--- src/rtl/core/dds_pkg.sv ---
// Shared types, constants and helper function of the tone generator.
package dds_pkg;

   localparam int unsigned SAMPLE_W    = 10;
   localparam int unsigned INTEG_W     = 11;
   localparam int unsigned PHASE_W     = 16;
   localparam int unsigned QUEUE_DEPTH = 4;
   localparam int unsigned QUEUE_PTR_W = 2;
   localparam int unsigned QUEUE_CNT_W = 3;

   localparam logic KIND_TICK  = 1'b0;
   localparam logic KIND_WRITE = 1'b1;

   // floor(x / 100) == (x * PCT_RECIP) >> PCT_SHIFT for every x below 2^17.
   localparam logic [17:0] PCT_RECIP = 18'd167773;
   localparam int unsigned PCT_SHIFT = 24;
   localparam int unsigned PCT_PROD_W = 17;
   localparam int unsigned PCT_DIV_W  = 35;

   localparam logic [SAMPLE_W-1:0] SAMPLE_MAX = 10'd1023;
   localparam logic [INTEG_W-1:0]  LEVEL_MASK = 11'h700;
   localparam logic [2:0]          LEVEL_MAX  = 3'd4;

   typedef struct packed {
      logic        kind;
      logic [15:0] freq_hz;
      logic [6:0]  volume_pct;
      logic [7:0]  table_index;
      logic [9:0]  table_value;
   } dds_req_type;

   typedef struct packed {
      logic [3:0] pin_pattern;
      logic [5:0] word_index;
      logic       last;
   } dds_rsp_type;

   function automatic logic [3:0] level_to_pattern(input logic [2:0] level);
      logic [3:0] pattern;
      case (level)
         3'd0: pattern = 4'b0000;
         3'd1: pattern = 4'b1000;
         3'd2: pattern = 4'b1010;
         3'd3: pattern = 4'b1110;
         default: pattern = 4'b1111;
      endcase
      return pattern;
   endfunction

endpackage

--- src/rtl/core/dds_front.sv ---
// Front pipeline: phase step, wave table access and volume scaling.
module dds_front
   import dds_pkg::*;
#(
   parameter int unsigned SAMPLE_RATE_HZ = 16000
) (
   input  logic                clock,
   input  logic                reset,
   input  logic                push,
   output logic                full,
   input  dds_req_type         req_word,
   output logic                sample_push,
   output logic [SAMPLE_W-1:0] sample_value,
   input  logic                sample_full
);

   // floor(2^32 / rate); the phase step estimate is at most one below the exact value.
   localparam longint unsigned RECIP = (64'd1 << 32) / SAMPLE_RATE_HZ;
   localparam int unsigned RECIP_W = $clog2(RECIP + 1);
   localparam logic [RECIP_W-1:0] RECIP_C = RECIP_W'(RECIP);
   localparam logic [31:0] RATE_C = 32'(SAMPLE_RATE_HZ);

   logic adv;

   logic                    s1_valid_ff, s1_valid_in;
   dds_req_type             s1_word_ff;
   logic [RECIP_W+15:0]     s1_prod_ff, s1_prod_in;

   logic                    s2_valid_ff;
   dds_req_type             s2_word_ff;
   logic [RECIP_W-1:0]      s2_q_ff, s2_q_in;
   logic [31:0]             s2_prod_ff, s2_prod_in;

   logic [PHASE_W-1:0]      phase_ff, phase_in;
   logic [31:0]             remainder;
   logic                    s2_tick, s2_write;

   logic [SAMPLE_W-1:0]     table_mem [256];
   logic                    s3_valid_ff;
   logic [SAMPLE_W-1:0]     s3_entry_ff;
   logic [6:0]              s3_pct_ff;

   logic                    s4_valid_ff;
   logic [PCT_PROD_W-1:0]   s4_prod_ff, s4_prod_in;

   logic                    s5_valid_ff;
   logic [PCT_DIV_W-1:0]    s5_prod_ff, s5_prod_in;
   logic [PCT_DIV_W-PCT_SHIFT-1:0] quotient;

   assign adv  = !s5_valid_ff || !sample_full;
   assign full = !adv;

   assign s1_valid_in = push;
   assign s1_prod_in  = {{RECIP_W{1'b0}}, req_word.freq_hz} * {16'h0, RECIP_C};

   assign s2_q_in    = s1_prod_ff[16 +: RECIP_W];
   assign s2_prod_in = 32'(s2_q_in) * RATE_C;

   // Correct the reciprocal estimate: one compare against the rate.
   assign remainder = {s2_word_ff.freq_hz, 16'h0} - s2_prod_ff;
   assign phase_in  = phase_ff + PHASE_W'(s2_q_ff) + PHASE_W'(remainder >= RATE_C);
   assign s2_tick   = s2_valid_ff && (s2_word_ff.kind == KIND_TICK);
   assign s2_write  = s2_valid_ff && (s2_word_ff.kind == KIND_WRITE);

   assign s4_prod_in = PCT_PROD_W'(s3_entry_ff) * PCT_PROD_W'(s3_pct_ff);
   assign s5_prod_in = PCT_DIV_W'(s4_prod_ff) * PCT_DIV_W'(PCT_RECIP);

   assign quotient     = s5_prod_ff[PCT_DIV_W-1:PCT_SHIFT];
   assign sample_push  = s5_valid_ff && !sample_full;
   assign sample_value = (quotient > (PCT_DIV_W-PCT_SHIFT)'(SAMPLE_MAX)) ?
                         SAMPLE_MAX : quotient[SAMPLE_W-1:0];

   always_ff @(posedge clock) begin
      if (reset) begin
         s1_valid_ff <= 1'b0;
         s2_valid_ff <= 1'b0;
         s3_valid_ff <= 1'b0;
         s4_valid_ff <= 1'b0;
         s5_valid_ff <= 1'b0;
         phase_ff    <= '0;
      end else if (adv) begin
         s1_valid_ff <= s1_valid_in;
         s2_valid_ff <= s1_valid_ff;
         s3_valid_ff <= s2_tick;
         s4_valid_ff <= s3_valid_ff;
         s5_valid_ff <= s4_valid_ff;
         if (s2_tick) begin
            phase_ff <= phase_in;
         end
      end
   end

   always_ff @(posedge clock) begin
      if (adv) begin
         s1_word_ff <= req_word;
         s1_prod_ff <= s1_prod_in;
         s2_word_ff <= s1_word_ff;
         s2_q_ff    <= s2_q_in;
         s2_prod_ff <= s2_prod_in;
         s3_pct_ff  <= s2_word_ff.volume_pct;
         s4_prod_ff <= s4_prod_in;
         s5_prod_ff <= s5_prod_in;
      end
   end

   // Writes and reads reach the table in arrival order, one port access per cycle.
   always_ff @(posedge clock) begin
      if (adv && s2_write) begin
         table_mem[s2_word_ff.table_index] <= s2_word_ff.table_value;
      end
      if (adv && s2_tick) begin
         s3_entry_ff <= table_mem[phase_in[15:8]];
      end
   end

endmodule

--- src/rtl/core/dds_fifo.sv ---
// Short sample queue between the front pipeline and the modulator.
module dds_fifo
   import dds_pkg::*;
(
   input  logic                clock,
   input  logic                reset,
   input  logic                push,
   input  logic [SAMPLE_W-1:0] push_data,
   output logic                full,
   input  logic                pop,
   output logic [SAMPLE_W-1:0] pop_data,
   output logic                empty
);

   logic [SAMPLE_W-1:0]    slot_ff [QUEUE_DEPTH];
   logic [QUEUE_PTR_W-1:0] wr_ptr_ff, rd_ptr_ff;
   logic [QUEUE_CNT_W-1:0] count_ff, count_in;

   assign full     = (count_ff == QUEUE_CNT_W'(QUEUE_DEPTH));
   assign empty    = (count_ff == '0);
   assign pop_data = slot_ff[rd_ptr_ff];
   assign count_in = count_ff + QUEUE_CNT_W'(push) - QUEUE_CNT_W'(pop);

   always_ff @(posedge clock) begin
      if (reset) begin
         wr_ptr_ff <= '0;
         rd_ptr_ff <= '0;
         count_ff  <= '0;
      end else begin
         count_ff <= count_in;
         if (push) begin
            wr_ptr_ff <= wr_ptr_ff + 1'b1;
         end
         if (pop) begin
            rd_ptr_ff <= rd_ptr_ff + 1'b1;
         end
      end
   end

   always_ff @(posedge clock) begin
      if (push) begin
         slot_ff[wr_ptr_ff] <= push_data;
      end
   end

`ifndef SYNTHESIS
   a_no_overflow: assert property (@(posedge clock) disable iff (reset) !(push && full))
      else $error("sample queue written while full");
   a_no_underflow: assert property (@(posedge clock) disable iff (reset) !(pop && empty))
      else $error("sample queue read while empty");
`endif

endmodule

--- src/rtl/core/dds_back.sv ---
// Sigma-delta modulator: one step and one word per cycle while busy and not stalled.
module dds_back
   import dds_pkg::*;
#(
   parameter int unsigned WORDS_PER_SAMPLE = 16
) (
   input  logic                clock,
   input  logic                reset,
   input  logic                sample_empty,
   input  logic [SAMPLE_W-1:0] sample_value,
   output logic                sample_pop,
   output logic                empty,
   input  logic                pop,
   output dds_rsp_type         rsp_word
);

   localparam logic [5:0] LAST_INDEX = 6'(WORDS_PER_SAMPLE - 1);

   logic                busy_ff, busy_in;
   logic [5:0]          count_ff, count_in;
   logic [SAMPLE_W-1:0] sample_ff;
   logic [INTEG_W-1:0]  integ_ff, integ_in;
   logic                out_valid_ff, out_valid_in;
   dds_rsp_type         out_word_ff, out_word_in;
   logic                step, load, at_last;

   assign at_last    = (count_ff == LAST_INDEX);
   assign step       = busy_ff && (!out_valid_ff || pop);
   // A queued sample is taken on the final step, so bursts follow without a gap.
   assign load       = !sample_empty && (!busy_ff || (step && at_last));
   assign sample_pop = load;
   assign empty      = !out_valid_ff;
   assign rsp_word   = out_word_ff;

   always_comb begin
      integ_in     = integ_ff;
      count_in     = count_ff;
      busy_in      = busy_ff;
      out_valid_in = out_valid_ff;
      out_word_in  = out_word_ff;
      if (step) begin
         integ_in     = integ_ff + INTEG_W'(sample_ff) - (integ_ff & LEVEL_MASK);
         out_valid_in = 1'b1;
         out_word_in.pin_pattern = level_to_pattern(integ_in[10:8]);
         out_word_in.word_index  = count_ff;
         out_word_in.last        = at_last;
         count_in = at_last ? 6'd0 : count_ff + 6'd1;
         if (at_last) begin
            busy_in = load;
         end
      end else begin
         if (pop) begin
            out_valid_in = 1'b0;
         end
         if (load) begin
            busy_in  = 1'b1;
            count_in = 6'd0;
         end
      end
   end

   always_ff @(posedge clock) begin
      if (reset) begin
         busy_ff      <= 1'b0;
         count_ff     <= '0;
         integ_ff     <= '0;
         out_valid_ff <= 1'b0;
      end else begin
         busy_ff      <= busy_in;
         count_ff     <= count_in;
         integ_ff     <= integ_in;
         out_valid_ff <= out_valid_in;
      end
   end

   always_ff @(posedge clock) begin
      out_word_ff <= out_word_in;
      if (load) begin
         sample_ff <= sample_value;
      end
   end

`ifndef SYNTHESIS
   a_level_range: assert property (@(posedge clock) disable iff (reset)
      integ_ff[10:8] <= LEVEL_MAX)
      else $error("modulator level left its range");
   a_count_range: assert property (@(posedge clock) disable iff (reset)
      count_ff <= LAST_INDEX)
      else $error("word counter past the burst length");
   a_last_index: assert property (@(posedge clock) disable iff (reset)
      (out_valid_ff && out_word_ff.last) |-> (out_word_ff.word_index == LAST_INDEX))
      else $error("last flag on a word that does not end the burst");
`endif

endmodule

--- src/rtl/core/dds_sigma_delta_tone_generator.sv ---
// Top level of the tone generator: front pipeline, sample queue and modulator.
//
//   channel   ports                        direction   word
//   request   push, full, req_word         in          dds_req_type
//   response  pop, empty, rsp_word         out         dds_rsp_type
//
// A tick yields WORDS_PER_SAMPLE words, one per cycle while popped, from the single
// modulator step, which paces ticks once the queue is full. Table writes are taken
// one per cycle while full is low; a tick passes the front stages, the queue and the
// sample register ahead of its first word. Reset clears the phase, the integrator and
// all queues; the wave table holds no value until written. A stalled response backs
// up into the queue and then the front pipeline, which raises full.
module dds_sigma_delta_tone_generator
   import dds_pkg::*;
#(
   parameter int unsigned SAMPLE_RATE_HZ   = 16000,
   parameter int unsigned WORDS_PER_SAMPLE = 16
) (
   input  logic        clock,
   input  logic        reset,
   input  logic        push,
   output logic        full,
   input  dds_req_type req_word,
   output logic        empty,
   input  logic        pop,
   output dds_rsp_type rsp_word
);

   logic                q_push, q_full, q_pop, q_empty;
   logic [SAMPLE_W-1:0] q_push_data, q_pop_data;

   dds_front #(
      .SAMPLE_RATE_HZ(SAMPLE_RATE_HZ)
   ) u_front (
      .clock        (clock),
      .reset        (reset),
      .push         (push),
      .full         (full),
      .req_word     (req_word),
      .sample_push  (q_push),
      .sample_value (q_push_data),
      .sample_full  (q_full)
   );

   dds_fifo u_fifo (
      .clock     (clock),
      .reset     (reset),
      .push      (q_push),
      .push_data (q_push_data),
      .full      (q_full),
      .pop       (q_pop),
      .pop_data  (q_pop_data),
      .empty     (q_empty)
   );

   dds_back #(
      .WORDS_PER_SAMPLE(WORDS_PER_SAMPLE)
   ) u_back (
      .clock        (clock),
      .reset        (reset),
      .sample_empty (q_empty),
      .sample_value (q_pop_data),
      .sample_pop   (q_pop),
      .empty        (empty),
      .pop          (pop),
      .rsp_word     (rsp_word)
   );

endmodule
--- config.mk ---
export PLATFORM = sky130hd
export DESIGN_NAME = dds_sigma_delta_tone_generator
export DESIGN_NICKNAME = d
export VERILOG_FILES = /design/src/rtl/core/dds_pkg.sv /design/src/rtl/core/dds_front.sv /design/src/rtl/core/dds_fifo.sv /design/src/rtl/core/dds_back.sv /design/src/rtl/core/dds_sigma_delta_tone_generator.sv
export SDC_FILE = /design/constraint.sdc
export NUM_CORES = 2
export LEC_CHECK = 0
export BUFFER_PORTS_ARGS = -buffer_cell sky130_fd_sc_hd__buf_2
export CORE_ASPECT_RATIO = 1.1
export CORE_MARGIN = 10
export CORE_UTILIZATION = 60
export CTS_CLUSTER_DIAMETER = 60
export DETAILED_ROUTE_END_ITERATION = 10
export PLACE_DENSITY = 0.79
export SLEW_MARGIN = 20
export SYNTH_ARGS = -nofsm -noshare
export SYNTH_HDL_FRONTEND = slang
export SYNTH_SLANG_ARGS = --single-unit
--- constraint.sdc ---
create_clock -name clock -period 8.8 [get_ports clock]
set_clock_uncertainty 0.2 [all_clocks]
set_input_delay 1.76 -clock clock [delete_from_list [all_inputs] [get_ports clock]]
set_output_delay 1.76 -clock clock [all_outputs]
set_load 0.05 [all_outputs]
* Word level (Yosys, flattened, before mapping)
Memories as Yosys holds them, arrays and structs flattened. A register that Yosys moved wholly into a read port is not among the register bits. Cells that the tools add are included. W data, S select, Z words.
Operators by class: $add $sub $neg 10, mux-type cells 14, multiply operators 4, bitwise gates (word level) 1, order comparisons 2, eq/ne operators 6, reduce and logical (&&, ||, !) cells 23
Operators by type and width (number):
- $mul A16 B19 Y35 const B | 1
- $mul A17 B18 Y35 const B | 1
- $ge A32 B14 Y1 const B | 1
- $sub A32 B32 Y32 | 1
- $mul A19 B7 Y25 const B | 1
- $mux W6 | 3
- $mul A10 B7 Y17 | 1
- $add A16 B1 Y16 | 1
- $add A16 B16 Y16 | 1
- $pmux W4 S4 | 1
- $add A11 B10 Y11 | 1
- $gt A11 B10 Y1 const B | 1
- $sub A11 B11 Y11 | 1
- $mux W10 | 1
- $mux W1 | 9
- $logic_and A1 B1 Y1 | 8
- $add A6 B1 Y6 const B | 1
- $eq A3 B2 Y1 const B | 2
- $eq A6 B4 Y1 const B | 1
- $logic_not A1 Y1 | 6
- $logic_not A3 Y1 | 2
- $add A2 B1 Y2 const B | 2
- $reduce_and A2 Y1 | 2
- $reduce_bool A2 Y1 | 2
- other kinds (7) | 9
Word-level totals: bits of input ports 46, memory bits (writable) 2600, bits in registers 277, memories kept 2, output and inout port bits 13
Memories:
- u_front.table_mem | depth 256, width 10, rd ports 1, clocked after memory_dff 1, wr ports 1, RTL line dds_front.sv:38 | logic [SAMPLE_W-1:0] table_mem [256];
- u_fifo.slot_ff | depth 4, width 10, rd ports 1, clocked after memory_dff 1, wr ports 1, RTL line dds_fifo.sv:15 | logic [SAMPLE_W-1:0] slot_ff [QUEUE_DEPTH];

* Longest topological paths before layout
depth after elaboration 8, gate-level depth with buffers 31

* By module
From an unflattened synthesis, not the netlist that was laid out.
Unflattened totals: cells, all modules 8538, area total of the unflattened synthesis 132998.8 um^2
By module, submodules not included:
- dds_front | instances 1, cells each 8238, area an instance 129027.5 um^2, seq. area each 82909.5 um^2
- dds_back | instances 1, cells each 206, area an instance 2089.5 um^2, seq. area each 991.0 um^2
- dds_fifo | instances 1, cells each 94, area an instance 1881.8 um^2, seq. area each 1381.3 um^2

* Worst setup path after synthesis
No wires, ideal clock.
path type register to output, start reg u_fifo.count_ff[1], end out full, stages on the path, launching flop included 4, data arrival time 7050 ps, buffers on the path 0, path slack -210 ps, cells stage by stage dfxtp_1 -> nor2_1 -> nand3_1 -> inv_1
Between the ends: longest elaborated chain between the ends 4
RTL lines:
- start, declared | RTL line dds_fifo.sv:17 | logic [QUEUE_CNT_W-1:0] count_ff, count_in;
- start signal, assigned | RTL line dds_fifo.sv:30 | count_ff <= count_in;
- $eq A3 B3 Y1 | RTL line dds_fifo.sv:19 | assign full = (count_ff == QUEUE_CNT_W'(QUEUE_DEPTH));
- $logic_not A1 Y1 | RTL line dds_front.sv:50 | assign adv = !s5_valid_ff || !sample_full;
- $logic_or A1 B1 Y1 | RTL line dds_front.sv:50
- $logic_not A1 Y1 | RTL line dds_front.sv:51 | assign full = !adv;
- end, declared | RTL line dds_sigma_delta_tone_generator.sv:22 | output logic full,
Every way passes these cells.

* Worst setup path in the final report
start reg u_front.s2_q_ff[0], end reg u_front.s3_entry_ff[7] (read register of u_front.table_mem), data pin
Between the ends: longest elaborated chain between the ends 2
RTL lines:
- start, declared | RTL line dds_front.sv:31 | logic [RECIP_W-1:0] s2_q_ff, s2_q_in;
- start signal, assigned | RTL line dds_front.sv:98 | s2_q_ff <= s2_q_in;
- $add A16 B16 Y16 | RTL line dds_front.sv:61 | assign phase_in = phase_ff + PHASE_W'(s2_q_ff) + PHASE_W'(remainder >= RATE_C);
- $add A16 B1 Y16 | RTL line dds_front.sv:61
- end, declared | RTL line dds_front.sv:40 | logic [SAMPLE_W-1:0] s3_entry_ff;
Every way passes these cells. A chain may end at the register's enable or synchronous reset.

==> reports/metrics.cfg <==
[drt]
dr.pass1.iters = 11
top_layer = met5
wl_met2_mm = 159
drt-total-wl_mm = 341
detail_route.iter0.violations = 11400
met3_wirelength_mm = 47.3
route.detailed.wl_per_inst_um = 31.9
drt-met1-wl_mm = 112
drt-vias-per-instance = 6.80
num_vias = 72600
post-route-drc-count = 4
drt.antenna.violating_nets = 0

[clock_tree]
ctsLongestPathBuffers = 4
worst_setup_hold_path_clk_slew_ps = 60
cts_sinks = 2852
clock_tree.htree_level_count = 5
clock_latency_ps = 950
cts_tree = yes
ctsRootBufferMaster = sky130_fd_sc_hd__clkbuf_16
cts-hold-fix-buffers = 0
cts_inserted_buffers = 295

[sta]
maxSlewViolCount = 0
tightestPinTransition_ps = 1420
max-slew-margin-rel_pct = 4.89
rsz0062_at_grt = false
finalCritPeriodShare_pct = 96.9
fin_setup_tns_ps = 0
max_clock_freq_ghz = 0.117
setup_viol_count_final = 0
final_hold_viol_count = 0
min_period_ps = 8530

[global_route]
gr-total-overflow = 0
grt_pass1_wl_mm = 497
track_usage_pct = 29.6
antenna_found_initial = 16
grt_start_max_net_pins = 256
grt_pass1_vias = 73600

[logic_synthesis]
proportion_of_synthesized_chip_area_in_sequential_cells_pct = 67.9
synth_edf_count = 2808
synth.net_count = 8174
ys.warnings.count = 0
synthDistinctLibCells = 85
mappedNetlistArea_um2 = 125000
ys_dominant_reg_cell = sky130_fd_sc_hd__edfxtp_1
average_cell_area_after_synthesis_um2 = 16.8
synth_async_sr_flop_share_pct = 0
synth.ff_latch_count = 2852
synth_cells = 7446

[outcome]
violations = design-rule violations
run_status = finished, violations left

[die]
core.rowCount = 175
design.core.area_um2 = 207000
initial_utilization_pct = 60.5
fp.dieArea_um2 = 228000
boundaryPins = 59
die_h_um = 499
floorplan.die.width_um = 456

[place]
place_hpwl_mm = 209
port-buffer-count = 58
globalplace.congestion = 0.908

[critical_path]
startpoint = u_front.s2_q_ff[0]
worst_setup_path_start_kind = flip-flop
timing.critical_path.arrival_ps = 8970
critPathCaptureType = flip-flop
worstPathMaxFanout = 24
crit_path_category = reg2reg
worst_ep_required_time_ps = 9240
r2r_start = u_front.s2_q_ff[0]

[job]
timing.max_cap.violations = 0

[layout]
nFillCells = 12700
total_number_of_nets_in_the_final_design = 8460
final_layout_size_suffix_gt1_share_pct = 17.5
area_growth_syn_to_layout_pct = 11.0

[min_path]
hold_start = u_front.s1_word_ff[11]
min_delay_worst_type = reg2reg

metal layers:
layer | vias to the layer above | global-route usage, %
met2 | 5993 | 46.1
met4 | 18 | 16.1
met5 | - | 0
met3 | 1261 | 8.98
met1 | 36300 | 37.5
li1 | 29000 | -
state kept, by name, summed over array words and instances (netlist names), 2 cells and up:
register / count
u_fifo.count_ff: 3
u_front.s3_entry_ff: 10
u_back.rsp_word: 11
u_fifo.wr_ptr_ff: 2
u_front.s1_prod_ff: 20
u_back.integ_ff: 8
u_back.sample_ff: 10
u_front.s4_prod_ff: 17
u_front.table_mem: 2560
u_front.s1_word_ff: 41
u_front.phase_ff: 16
u_fifo.rd_ptr_ff: 2
u_front.s3_pct_ff: 7
u_back.count_ff: 6
u_front.s2_q_ff: 16
u_front.s5_prod_ff: 11
u_front.s2_word_ff: 42
u_front.s2_prod_ff: 23
u_fifo.slot_ff: 40
cell type report:
| type | count | area, µm² | share of cell area [%] |
|---|---|---|---|
| multi-input cells | 3746 | 36700 | 26.3 |
| flip-flops and latches | 2852 | 85200 | 61.2 |
| well taps | 2743 | 3430 | 2.46 |
| clock inverters | 133 | 1230 | 0.883 |
| repair buffers | 322 | 3000 | 2.15 |
| clock buffers | 358 | 7730 | 5.56 |
| diodes | 9 | 22.5 | 0.0162 |
| inverters | 515 | 1930 | 1.39 |
cell families (layout without fill, tap and decap cells):
group	Yosys count	in the layout	synth area share [%]
AOI/OAI and AO/OA	597	597	3.21
xor gates and xnor gates	87	87	0.620
adders and majority gates	682	682	8.39
buffers and inverters	850	1328	3.15
DFF	2852	2852	67.9
muxes	656	656	10.7
other	0	9	0
and+or+nand+nor	1722	1724	6.02
cell usage after synthesis (11+ instances only):
library cell | instances | area, µm²
sky130_fd_sc_hd__buf_4 | 63 | 473
sky130_fd_sc_hd__nor2_1 | 368 | 1380
sky130_fd_sc_hd__clkbuf_1 | 110 | 413
sky130_fd_sc_hd__nand4_1 | 31 | 194
sky130_fd_sc_hd__xnor2_1 | 55 | 482
sky130_fd_sc_hd__a31oi_1 | 39 | 244
sky130_fd_sc_hd__buf_6 | 47 | 529
sky130_fd_sc_hd__nand3_1 | 298 | 1490
sky130_fd_sc_hd__o21ai_0 | 52 | 260
sky130_fd_sc_hd__inv_1 | 515 | 1930
sky130_fd_sc_hd__o211ai_1 | 11 | 82.6
sky130_fd_sc_hd__mux2i_1 | 110 | 1100
sky130_fd_sc_hd__fa_1 | 265 | 5310
sky130_fd_sc_hd__edfxtp_1 | 2808 | 84300
sky130_fd_sc_hd__mux4_2 | 535 | 12000
sky130_fd_sc_hd__a21o_1 | 26 | 195
sky130_fd_sc_hd__buf_1 | 24 | 90.1
sky130_fd_sc_hd__and3_1 | 52 | 325
sky130_fd_sc_hd__xor2_1 | 30 | 263
sky130_fd_sc_hd__a211oi_1 | 27 | 203
sky130_fd_sc_hd__a311oi_1 | 38 | 333
sky130_fd_sc_hd__ha_1 | 417 | 5220
sky130_fd_sc_hd__a22oi_1 | 56 | 420
sky130_fd_sc_hd__nand2b_1 | 12 | 75.1
sky130_fd_sc_hd__a21oi_1 | 181 | 906
sky130_fd_sc_hd__nor3_1 | 48 | 240
sky130_fd_sc_hd__or2_2 | 17 | 106
sky130_fd_sc_hd__and2_1 | 35 | 219
sky130_fd_sc_hd__nor4_1 | 28 | 175
sky130_fd_sc_hd__a32oi_1 | 17 | 149
sky130_fd_sc_hd__dfxtp_1 | 44 | 881
sky130_fd_sc_hd__nor2b_1 | 15 | 93.8
sky130_fd_sc_hd__o21bai_1 | 20 | 150
sky130_fd_sc_hd__nand2_1 | 780 | 2930
sky130_fd_sc_hd__o22ai_1 | 25 | 156
sky130_fd_sc_hd__buf_2 | 87 | 435
critical path, stage by stage (launching register included):
cell	delay, ps
sky130_fd_sc_hd__edfxtp_1	490
sky130_fd_sc_hd__inv_1	80
sky130_fd_sc_hd__ha_1	220
sky130_fd_sc_hd__nor2b_1	180
sky130_fd_sc_hd__a31o_2	250
sky130_fd_sc_hd__a21o_1	170
sky130_fd_sc_hd__a21oi_1	230
sky130_fd_sc_hd__o21bai_1	90
sky130_fd_sc_hd__a21oi_1	290
sky130_fd_sc_hd__o31ai_1	180
sky130_fd_sc_hd__nor4_1	260
sky130_fd_sc_hd__o21ai_0	150
sky130_fd_sc_hd__a2111o_1	450
sky130_fd_sc_hd__fa_1	450
sky130_fd_sc_hd__a211oi_2	360
sky130_fd_sc_hd__nor4_4	110
sky130_fd_sc_hd__nor4_4	920
sky130_fd_sc_hd__or2_4	730
sky130_fd_sc_hd__nand2_1	650
sky130_fd_sc_hd__o22ai_1	470
sky130_fd_sc_hd__or4_1	180
sky130_fd_sc_hd__o21ai_0	210
sky130_fd_sc_hd__nor3_1	630
sky130_fd_sc_hd__a41oi_1	210
stage by stage:
stage	util (%)	cells	hold slack (ps)	cell area [µm²]	setup slack (ps)
after floorplan	-	7446	200	125000	1850
after global placement	62.6	10200	204	130000	121
after detailed placement	62.6	10200	205	130000	273
after CTS	67.0	10700	217	139000	162
after global routing	67.1	10700	221	139000	34.0
final	67.1	10700	212	139000	269
what timing repair did:
| item | CTS | global route |
|---|---|---|
| setup endpoints to repair | 0 | 9 |
| resized for setup | 0 | 12 |
| buffers inserted | 0 | 0 |
path summary, 6_finish.rpt:
| check | cells past startpoint | to | slack [ps] |
|---|---|---|---|
| hold / removal | 0 | u_front.s2_word_ff[11] | 210 |
| setup / recovery | 23 | u_front.s3_entry_ff[7] | 270 |
| hold reg to reg | 0 | u_front.s2_word_ff[11] | 210 |
| setup reg to reg | 23 | u_front.s3_entry_ff[7] | 270 |
placed cells by master (no fill, tap or decap), types with 52 or more instances in the layout:
cell,netlist,final
sky130_fd_sc_hd__ha_1,417,417
sky130_fd_sc_hd__nand3_1,298,294
sky130_fd_sc_hd__clkbuf_16,0,300
sky130_fd_sc_hd__nand2_1,780,780
sky130_fd_sc_hd__nor2_1,368,279
sky130_fd_sc_hd__xnor2_1,55,52
sky130_fd_sc_hd__clkinv_1,0,59
sky130_fd_sc_hd__buf_4,63,204
sky130_fd_sc_hd__a22oi_1,56,55
sky130_fd_sc_hd__clkbuf_1,110,57
sky130_fd_sc_hd__mux4_2,535,535
sky130_fd_sc_hd__and3_1,52,52
sky130_fd_sc_hd__fa_1,265,265
sky130_fd_sc_hd__buf_12,2,53
sky130_fd_sc_hd__edfxtp_1,2808,2808
sky130_fd_sc_hd__mux2i_1,110,110
sky130_fd_sc_hd__nor2_2,0,86
sky130_fd_sc_hd__inv_1,515,514
sky130_fd_sc_hd__a21oi_1,181,180
sky130_fd_sc_hd__buf_2,87,58
sky130_fd_sc_hd__o21ai_0,52,52
Power is not shown: default switching activity piles up to over one toggle a cycle in this logic, so the estimate is an artifact.
